--- config.mk ---
export PLATFORM = sky130hd
export DESIGN_NAME = led_twinkle_envelope_core
export DESIGN_NICKNAME = d
export VERILOG_FILES = /design/src/rtl/lte_pkg.sv /design/src/rtl/lte_state_mem.sv /design/src/rtl/led_twinkle_envelope_core.sv
export SDC_FILE = /design/constraint.sdc
export NUM_CORES = 2
export LEC_CHECK = 0
export BUFFER_PORTS_ARGS = -buffer_cell sky130_fd_sc_hd__buf_2
export CAP_MARGIN = 25
export CORE_UTILIZATION = 55
export DETAILED_ROUTE_END_ITERATION = 8
export PLACE_DENSITY = 0.8
export SETUP_SLACK_MARGIN = 0.3
export SYNTH_ARGS = -nofsm -noshare
export SYNTH_HDL_FRONTEND = slang
export SYNTH_SLANG_ARGS = --single-unit
--- constraint.sdc ---
create_clock -name clk_i -period 10.04 [get_ports clk_i]
set_clock_uncertainty 0.15 [all_clocks]
set_input_delay 2.008 -clock clk_i [delete_from_list [all_inputs] [get_ports clk_i]]
set_output_delay 2.008 -clock clk_i [all_outputs]
set_load 0.02 [all_outputs]
--- src/rtl/lte_pkg.sv ---
`timescale 1ns / 1ps
// ----------------------------------------------------------------------------
// lte_pkg
// Shared types, constants and tint tables of the LED twinkle envelope core.
// ----------------------------------------------------------------------------
package lte_pkg;

  // LED table geometry
  localparam int NumLeds = 60;
  localparam int IdxW    = 6;

  // acceleration factor 0.015 in Q0.16
  localparam logic [9:0] AccelQ16 = 10'd983;

  // hold countdown floor
  localparam logic signed [12:0] HoldMin = -13'sd2048;

  // item operations
  localparam logic OpInit  = 1'b0;
  localparam logic OpFrame = 1'b1;

  // configuration register indexes
  localparam logic [1:0] CfgTint = 2'd0;
  localparam logic [1:0] CfgStep = 2'd1;
  localparam logic [1:0] CfgMax  = 2'd2;

  // tint modes
  localparam logic [1:0] TintCool      = 2'd0;
  localparam logic [1:0] TintLight     = 2'd1;
  localparam logic [1:0] TintMedium    = 2'd2;
  localparam logic [1:0] TintMediumAlt = 2'd3;

  // per-LED envelope state
  typedef struct packed {
    logic [7:0]         level;
    logic [7:0]         peak;
    logic signed [11:0] hold;
    logic               rising;
  } entry_t;

  // sequencer states
  typedef enum logic [6:0] {
    StIdle   = 7'b0000001,
    StDecide = 7'b0000010,
    StMul    = 7'b0000100,
    StDiv    = 7'b0001000,
    StApply  = 7'b0010000,
    StTint   = 7'b0100000,
    StDone   = 7'b1000000
  } state_e;

  // green tint factor in Q0.16 (17 bits to hold 1.0)
  function automatic logic [16:0] tint_green(input logic [1:0] mode);
    logic [16:0] f;
    case (mode) inside
      TintCool:                  f = 17'd65536;
      TintLight:                 f = 17'd61291;
      TintMedium, TintMediumAlt: f = 17'd61682;
      default:                   f = 17'd65536;
    endcase
    return f;
  endfunction

  // blue tint factor in Q0.16
  function automatic logic [16:0] tint_blue(input logic [1:0] mode);
    logic [16:0] f;
    case (mode) inside
      TintCool:                  f = 17'd65536;
      TintLight:                 f = 17'd54657;
      TintMedium, TintMediumAlt: f = 17'd46006;
      default:                   f = 17'd65536;
    endcase
    return f;
  endfunction

endpackage

--- src/rtl/lte_state_mem.sv ---
`timescale 1ns / 1ps
// ----------------------------------------------------------------------------
// lte_state_mem
// Envelope state table: one write port, one registered read port.
// ----------------------------------------------------------------------------
module lte_state_mem (
  input  logic                     clk_i,
  input  logic                     we_i,
  input  logic [lte_pkg::IdxW-1:0] waddr_i,
  input  lte_pkg::entry_t          wdata_i,
  input  logic                     re_i,
  input  logic [lte_pkg::IdxW-1:0] raddr_i,
  output lte_pkg::entry_t          rdata_o
);

  lte_pkg::entry_t mem_q [lte_pkg::NumLeds];
  lte_pkg::entry_t rdata_q;

  // write one entry
  always_ff @(posedge clk_i) begin
    if (we_i) begin
      mem_q[waddr_i] <= wdata_i;
    end
  end

  // read one entry, registered
  always_ff @(posedge clk_i) begin
    if (re_i) begin
      rdata_q <= mem_q[raddr_i];
    end
  end

  assign rdata_o = rdata_q;

endmodule

--- src/rtl/led_twinkle_envelope_core.sv ---
`timescale 1ns / 1ps
// ----------------------------------------------------------------------------
// led_twinkle_envelope_core
// Per-LED twinkle envelope: rise with accelerated step, fall, hold, respawn,
// and colour each new level through a Q0.16 tint.
// ----------------------------------------------------------------------------
//  channel  | ports                                         | handshake
//  ---------+-----------------------------------------------+------------------
//  command  | op_i led_index_i rand_peak_i rand_hold_i      | start_i & !busy_o
//  result   | led_out_o color_written_o red/green/blue_o    | out_valid_o
//  config   | cfg_addr_i cfg_wdata_i                        | cfg_we_i
//
//  An init, an idle LED or an index beyond the table goes straight to done; a
//  falling frame that writes a colour runs the tint state; a rising one that
//  writes also runs the shared 32x18 multiplier (6 products + 2 tint products)
//  and the 9-step restoring divider on the shared compare/subtract unit. The
//  result beat stands for one cycle as busy_o drops; the next command may be
//  taken in that cycle. Reset clears only the sequencer and configuration
//  registers; the state table is undefined until an init item writes an entry.
// ----------------------------------------------------------------------------
module led_twinkle_envelope_core (
  input  logic                     clk_i,
  input  logic                     rst_ni,
  // configuration
  input  logic                     cfg_we_i,
  input  logic [1:0]               cfg_addr_i,
  input  logic [7:0]               cfg_wdata_i,
  // command
  input  logic                     start_i,
  output logic                     busy_o,
  input  logic                     op_i,
  input  logic [lte_pkg::IdxW-1:0] led_index_i,
  input  logic [7:0]               rand_peak_i,
  input  logic [7:0]               rand_hold_i,
  // result
  output logic                     out_valid_o,
  output logic [lte_pkg::IdxW-1:0] led_out_o,
  output logic                     color_written_o,
  output logic [7:0]               red_level_o,
  output logic [7:0]               green_level_o,
  output logic [7:0]               blue_level_o
);

  localparam logic [3:0] MulLast  = 4'd5;
  localparam logic [3:0] DivLast  = 4'd9;
  localparam logic [3:0] TintLast = 4'd1;

  // configuration registers
  logic [1:0] tint_q;
  logic [7:0] step_q;
  logic [7:0] max_q;

  // sequencer
  lte_pkg::state_e state_q, state_d;
  logic [3:0]      cnt_q, cnt_d;
  logic            out_valid_q;
  logic            accept;

  // latched command
  logic                     op_q;
  logic [lte_pkg::IdxW-1:0] idx_q;
  logic [7:0]               rp_q;
  logic [7:0]               rh_q;

  // working state
  lte_pkg::entry_t entry_q, entry_d, rd_entry;
  logic            wr_mem_q, wr_mem_d;
  logic            color_q, color_d;
  logic            in_range;

  // arithmetic registers
  logic [17:0] k_q;
  logic [31:0] sq_q;
  logic [33:0] num_q;
  logic [23:0] cube_q;
  logic [33:0] rem_q;
  logic [33:0] dsh_q;
  logic [8:0]  quo_q;
  logic        sat_q;
  logic [7:0]  green_q;
  logic [7:0]  blue_q;

  // shared units
  logic [31:0] mul_a;
  logic [17:0] mul_b;
  logic [49:0] mul_p;
  logic [33:0] cmp_a, cmp_b;
  logic        cmp_ge;

  // decide helpers
  logic signed [12:0] hold_dec;
  logic signed [11:0] hold_next;
  logic [11:0]        hold_armed;
  logic [9:0]         level_sum;
  logic [7:0]         level_rise;

  // result registers
  logic [lte_pkg::IdxW-1:0] led_out_q;
  logic                     color_out_q;
  logic [7:0]               red_out_q, green_out_q, blue_out_q;

  assign accept = start_i && !busy_o;
  assign busy_o = (state_q != lte_pkg::StIdle);

  // configuration writes
  always_ff @(posedge clk_i or negedge rst_ni) begin
    if (!rst_ni) begin
      tint_q <= lte_pkg::TintCool;
      step_q <= 8'd5;
      max_q  <= 8'd255;
    end else if (cfg_we_i) begin
      unique case (cfg_addr_i)
        lte_pkg::CfgTint: tint_q <= cfg_wdata_i[1:0];
        lte_pkg::CfgStep: step_q <= cfg_wdata_i;
        lte_pkg::CfgMax:  max_q  <= cfg_wdata_i;
        default: ;
      endcase
    end
  end

  // state table
  lte_state_mem u_state_mem (
    .clk_i   (clk_i),
    .we_i    ((state_q == lte_pkg::StDone) && wr_mem_q),
    .waddr_i (idx_q),
    .wdata_i (entry_q),
    .re_i    (accept),
    .raddr_i (led_index_i),
    .rdata_o (rd_entry)
  );

  assign in_range = ({1'b0, idx_q} < 7'(lte_pkg::NumLeds));

  // shared multiplier operand selection
  always_comb begin
    mul_a = '0;
    mul_b = '0;
    if (state_q == lte_pkg::StMul) begin
      case (cnt_q)
        4'd0: begin
          mul_a = 32'(lte_pkg::AccelQ16);
          mul_b = 18'(step_q);
        end
        4'd1: begin
          mul_a = 32'(entry_q.peak);
          mul_b = 18'(entry_q.peak);
        end
        4'd2: begin
          mul_a = 32'(sq_q[15:0]);
          mul_b = 18'(sq_q[15:0]);
        end
        4'd3: begin
          mul_a = sq_q;
          mul_b = k_q;
        end
        4'd4: begin
          mul_a = 32'(max_q);
          mul_b = 18'(max_q);
        end
        default: begin
          mul_a = 32'(cube_q[15:0]);
          mul_b = 18'(max_q);
        end
      endcase
    end else if (state_q == lte_pkg::StTint) begin
      mul_a = 32'(entry_q.level);
      mul_b = (cnt_q == 4'd0) ? 18'(lte_pkg::tint_green(tint_q))
                              : 18'(lte_pkg::tint_blue(tint_q));
    end
  end

  assign mul_p = 50'(mul_a) * 50'(mul_b);

  // shared compare unit: overflow test first, then one quotient bit per cycle
  always_comb begin
    if (cnt_q == 4'd0) begin
      cmp_a = num_q;
      cmp_b = {1'b0, cube_q, 9'b0};
    end else begin
      cmp_a = rem_q;
      cmp_b = dsh_q;
    end
  end

  assign cmp_ge = (cmp_a >= cmp_b);

  // countdown and re-arm values
  always_comb begin
    hold_dec = 13'(rd_entry.hold) - $signed({5'b0, step_q});
    if (hold_dec < lte_pkg::HoldMin) begin
      hold_next = 12'(lte_pkg::HoldMin);
    end else begin
      hold_next = hold_dec[11:0];
    end
    hold_armed = 12'(rp_q) + 12'(step_q[7:1]) + 12'(rh_q[7:1]);
  end

  // decide what the frame or init does to the entry, and pick the next state
  always_comb begin
    entry_d  = rd_entry;
    wr_mem_d = 1'b0;
    color_d  = 1'b0;
    state_d  = state_q;
    cnt_d    = '0;
    unique case (state_q)
      lte_pkg::StIdle: begin
        if (accept) begin
          state_d = lte_pkg::StDecide;
        end
      end
      lte_pkg::StDecide: begin
        state_d = lte_pkg::StDone;
        if (!in_range) begin
          entry_d = rd_entry;
        end else if (op_q == lte_pkg::OpInit) begin
          entry_d.level  = '0;
          entry_d.peak   = rp_q;
          entry_d.hold   = hold_armed;
          entry_d.rising = 1'b1;
          wr_mem_d       = 1'b1;
        end else if (rd_entry.rising) begin
          wr_mem_d = 1'b1;
          if (rd_entry.level < rd_entry.peak) begin
            color_d = 1'b1;
            state_d = lte_pkg::StMul;
          end else begin
            entry_d.rising = 1'b0;
          end
        end else begin
          wr_mem_d     = 1'b1;
          entry_d.hold = hold_next;
          if (rd_entry.level != 8'd0) begin
            entry_d.level = (rd_entry.level > step_q) ? rd_entry.level - step_q : 8'd0;
            color_d       = 1'b1;
            state_d       = lte_pkg::StTint;
          end else if (hold_next < 0) begin
            entry_d.rising = 1'b1;
            entry_d.peak   = rp_q;
            entry_d.hold   = hold_armed;
          end
        end
      end
      lte_pkg::StMul: begin
        cnt_d = cnt_q + 4'd1;
        if (cnt_q == MulLast) begin
          cnt_d   = '0;
          state_d = lte_pkg::StDiv;
        end
      end
      lte_pkg::StDiv: begin
        cnt_d = cnt_q + 4'd1;
        if (cnt_q == DivLast) begin
          cnt_d   = '0;
          state_d = lte_pkg::StApply;
        end
      end
      lte_pkg::StApply: begin
        state_d = lte_pkg::StTint;
      end
      lte_pkg::StTint: begin
        cnt_d = cnt_q + 4'd1;
        if (cnt_q == TintLast) begin
          cnt_d   = '0;
          state_d = lte_pkg::StDone;
        end
      end
      lte_pkg::StDone: begin
        state_d = lte_pkg::StIdle;
      end
      default: begin
        state_d = lte_pkg::StIdle;
      end
    endcase
  end

  // clamp the accelerated rise to the ceiling
  always_comb begin
    level_sum = 10'(entry_q.level) + 10'(step_q) + 10'(quo_q);
    if (sat_q || (level_sum > 10'(max_q))) begin
      level_rise = max_q;
    end else begin
      level_rise = level_sum[7:0];
    end
  end

  // sequencer registers
  always_ff @(posedge clk_i or negedge rst_ni) begin
    if (!rst_ni) begin
      state_q     <= lte_pkg::StIdle;
      cnt_q       <= '0;
      out_valid_q <= 1'b0;
    end else begin
      state_q     <= state_d;
      cnt_q       <= cnt_d;
      out_valid_q <= (state_q == lte_pkg::StDone);
    end
  end

  // datapath registers
  always_ff @(posedge clk_i) begin
    if (accept) begin
      op_q  <= op_i;
      idx_q <= led_index_i;
      rp_q  <= rand_peak_i;
      rh_q  <= rand_hold_i;
    end
    case (state_q)
      lte_pkg::StDecide: begin
        entry_q  <= entry_d;
        wr_mem_q <= wr_mem_d;
        color_q  <= color_d;
      end
      lte_pkg::StMul: begin
        case (cnt_q)
          4'd0:    k_q    <= mul_p[17:0];
          4'd1:    sq_q   <= mul_p[31:0];
          4'd2:    sq_q   <= mul_p[31:0];
          4'd3:    num_q  <= mul_p[49:16];
          4'd4:    cube_q <= mul_p[23:0];
          default: cube_q <= mul_p[23:0];
        endcase
      end
      lte_pkg::StDiv: begin
        if (cnt_q == 4'd0) begin
          sat_q <= cmp_ge;
          rem_q <= num_q;
          dsh_q <= {2'b0, cube_q, 8'b0};
          quo_q <= '0;
        end else begin
          if (cmp_ge) begin
            rem_q <= rem_q - dsh_q;
          end
          quo_q <= {quo_q[7:0], cmp_ge};
          dsh_q <= dsh_q >> 1;
        end
      end
      lte_pkg::StApply: begin
        entry_q.level <= level_rise;
      end
      lte_pkg::StTint: begin
        if (cnt_q == 4'd0) begin
          green_q <= mul_p[23:16];
        end else begin
          blue_q <= mul_p[23:16];
        end
      end
      lte_pkg::StDone: begin
        led_out_q   <= idx_q;
        color_out_q <= color_q;
        red_out_q   <= color_q ? entry_q.level : 8'd0;
        green_out_q <= color_q ? green_q : 8'd0;
        blue_out_q  <= color_q ? blue_q : 8'd0;
      end
      default: ;
    endcase
  end

  assign out_valid_o     = out_valid_q;
  assign led_out_o       = led_out_q;
  assign color_written_o = color_out_q;
  assign red_level_o     = red_out_q;
  assign green_level_o   = green_out_q;
  assign blue_level_o    = blue_out_q;

  // result beat only as the sequencer goes back to idle
  a_beat_idle: assert property (@(posedge clk_i) disable iff (!rst_ni)
    out_valid_o |-> !busy_o)
    else $error("result beat while busy");

  // an accepted command always keeps the sequencer busy next cycle
  a_accept_busy: assert property (@(posedge clk_i) disable iff (!rst_ni)
    (start_i && !busy_o) |=> busy_o)
    else $error("command accepted but sequencer idle");

  // a beat without a colour carries zero levels
  a_dark_zero: assert property (@(posedge clk_i) disable iff (!rst_ni)
    (out_valid_o && !color_written_o) |->
      (red_level_o == 8'd0 && green_level_o == 8'd0 && blue_level_o == 8'd0))
    else $error("colour levels set without a colour write");

  // every beat follows the finishing state
  a_beat_after_done: assert property (@(posedge clk_i) disable iff (!rst_ni)
    out_valid_o |-> $past(state_q == lte_pkg::StDone))
    else $error("result beat without finishing state");

endmodule

==> flow_summary.yaml <==
floorplan:
  rows: 157
  start_util_pct: 55.6
  core_area_sq_um: 184000
  die_y_um: 433
  ioPinCount: 70
  dieWidth_um: 433
  die_area_sq_um: 187000
synthesis:
  synth.avg_cell_area_sq_um: 16.1
  ys_seq_area_share_pct: 61.1
  async_flop_share_pct: 1.44
  synth_top_area_share_pct: 60.4
  ys.flop_type: "edfxtp_1"
  ys_ff_latch: 2083
  synth_edf_count: 2053
  yosys-top-cells-area: "edfxtp_1 60%, mux4_2 12%, fa_1 9.8%, ha_1 2.9%, inv_1 2.6%"
  syn_area_sq_um: 102000
  yosysTopAreaCell: "edfxtp_1"
  syn_inst: 6326
  synth_fp_nets: 7102
  synthDistinctLibCells: 94
  yosysWarnings: 0
placement:
  postPlaceCellArea_sq_um: 106000
  gp_congestion: 0.958
  hpwl_mm: 170
  portBuffers: 68
  dp_cells: 8756
global_routing:
  grt_start_max_net_pins: 138
  grt_first_pass_wirelength_mm: 413
  antenna_found_initial: 19
  grt.total_usage_pct: 30.9
  grt-ovfl-total: 0
  grt_pass1_vias: 61100
pwr:
  leakage_nw: 40.7
  totalPowerFinal_mw: 20.1
  powerDensity_nw_per_um2: 178
  irDropWorstVdd_uv: 188
critical_path:
  worstSetupPathType: "reg -> reg"
  crit_slowest_cell: "xnor2_1"
  rr_endpoint: "sq_q[28]"
  critPathCaptureType: "flip-flop"
  r2r-start: "cnt_q[1]"
  cp_slowest_stage_delay_ns: 0.69
  crit_fanout: 9
  startpoint_type: "flip-flop"
  reg2reg_slack_ns: 0.63
  rr_worst_depth: 29
  path_buf_inv: 7
  cp_data_required_time_ns: 10.37
  cpLargestDelayFamily: "adder cells"
  arrival_ns: 9.74
sta:
  timing.fmax_mhz: 106
  setup_tns_ns: 0
  fin_crit_sh_pct: 93.7
  hold_viol: 0
  slew_viol_final: 0
  slew_headroom_pct: 26.3
  layout_min_cycle_time_ns: 9.41
  holdWs_ns: 0.357
  rsz0062_at_grt: "false"
  worstMarginPinSlew_ns: 1.10
  setup_viol_count_final: 0
run_status:
  violations: "DRC"
  status: "finished, violations left"
clocking:
  cts_tree: "built"
  insertion_delay_ns: 0.83
  cts.sinks: 2083
  h-tree-depth: 4
  clock-root-buffer: "clkbuf_16"
  post-cts-setup-buffers: 0
  cts_inserted_buffers: 192
  cts_buffer_depth: 3
  clk_pin_slew_ns: 0.07
drt:
  drt_wl_total_mm: 285
  drc: 2
  vias_per_cell: 6.51
  drt_iter0_markers: 7477
  postRouteAntennaNets: 0
  dr.pass1.iters: 9
  wl_per_cell_um: 31.3
  num_vias: 59300
cells_and_area:
  drive_above_1_share_pct: 18.6
  final-seq-area_sq_um: 62400
  final_common_cell: "edfxtp_1"
  finalNonFillerCells: 9118
  multiInputGateArea_sq_um: 36400
  layout.nets: 7264
  fill_cells: 12600
  final_cell_mix: "2053 x edfxtp_1, 708 x inv_1, 591 x nand2_1"
  areaGrowthSynthToFinish_pct: 10.7
  fin_area_sq_um: 113000
min_path:
  hold-path-cell-count: 0
  worstHoldStart: "idx_q[0]"
  min_to: "led_out_o[0]"
  hp-class: "reg -> reg"
flow_run:
  cap_violations: 0
[cell families (layout without fill, tap and decap cells)]
logic type,after synthesis,after routing,synth area share [%]
buffers and inverters,996,1316,3.74
flip-flops,2083,2083,61.1
adder cells (fa/ha/maj),739,739,12.7
AND/OR/NAND/NOR,1223,1223,5.18
multiplexers,602,602,12.7
AO/OA/AOI/OAI,586,586,3.71
XOR/XNOR,97,97,0.832
other,0,8,0
[final cells by class]
| cell class | count | share of cell area (%) |
|---|---|---|
| antenna | 8 | 0.0177 |
| clock buffer | 226 | 4.38 |
| clock inverter | 126 | 1.35 |
| inverter | 709 | 2.36 |
| multi-input combinational | 3247 | 32.2 |
| sequential | 2083 | 55.2 |
| tap | 2464 | 2.73 |
| timing repair buffer | 255 | 1.68 |
[stage by stage]
stage                     utilization, %  worst slack (ns)
final                               61.5             0.632
after detailed placement            57.9             0.724
after global routing                61.5             0.318
after global placement              57.9             0.794
after CTS                           61.5             0.737
after floorplan                        -              1.71
[state kept, by name (all words and copies together) (netlist names), 7 cells and up]
register and count:
rp_q 8, entry_q 29, sq_q 32, green_q 8
state_q 7, quo_q 9, k_q 18, dsh_q 32
max_q 8, num_q 34, step_q 8, rh_q 7
u_state_mem.mem_q 1740, u_state_mem.rdata_o 29, rem_q 34, blue_level_o 8
red_level_o 8, green_level_o 8, cube_q 24, blue_q 8
[timing repair]
action / CTS / global route
endpoints found under the setup margin: 0 / 1
resized for setup: 0 / 2
hold buffers: 0 / 0
[cells in the mapped netlist (all sizes together) (7+ instances only)]
master and n:
a22oi 23, nand3b 13, o21ai 158, ha 239, a21o 75, nor3 17
and2 65, o22ai 11, o31ai 7, mux4 551, dfstp 11, nor2b 25
fa 500, nand4 24, nor2 374, a31oi 19, mux2 19, inv 709
or3 12, or2 10, buf 78, a22o 12, a21oi 155, xnor2 55
nand3 21, nand2 592, a211oi 17, edfxtp 2053, xor2 42, a221o 7
o211ai 9, o21a 13, o21bai 14, nand2b 19, mux2i 32, and3 24
dfrtp 19, clkbuf 208
[how the worst max path moves through the flow]
stage	slack (ns)	cells past startpoint	end	startpoint
after floorplan	1.71	30	num_q[32]	state_q[4]
after global placement	0.79	29	num_q[28]	cnt_q[0]
after detailed placement	0.72	30	num_q[28]	cnt_q[1]
after CTS	0.74	28	num_q[32]	cnt_q[2]
after global routing	0.32	28	num_q[32]	cnt_q[1]
final	0.63	29	sq_q[28]	cnt_q[1]
[per-layer routing]
metal	wire, um	up-vias	GRT usage, %
met3	29600	1007	6.55
met5	66	-	0
met2	142000	4448	51.5
met4	18100	8	17.2
met1	95800	30300	37.7
li1	-	23600	-
[power by group]
group	switching (mW)	total (mW)	leakage [nW]	internal, mW
Clock	3.35	7.59	3.11	4.23
Sequential	0.150	10.2	18.9	10.1
Combinational	1.56	2.31	18.7	0.746
Note: power is estimated with default switching activity, not from simulation.
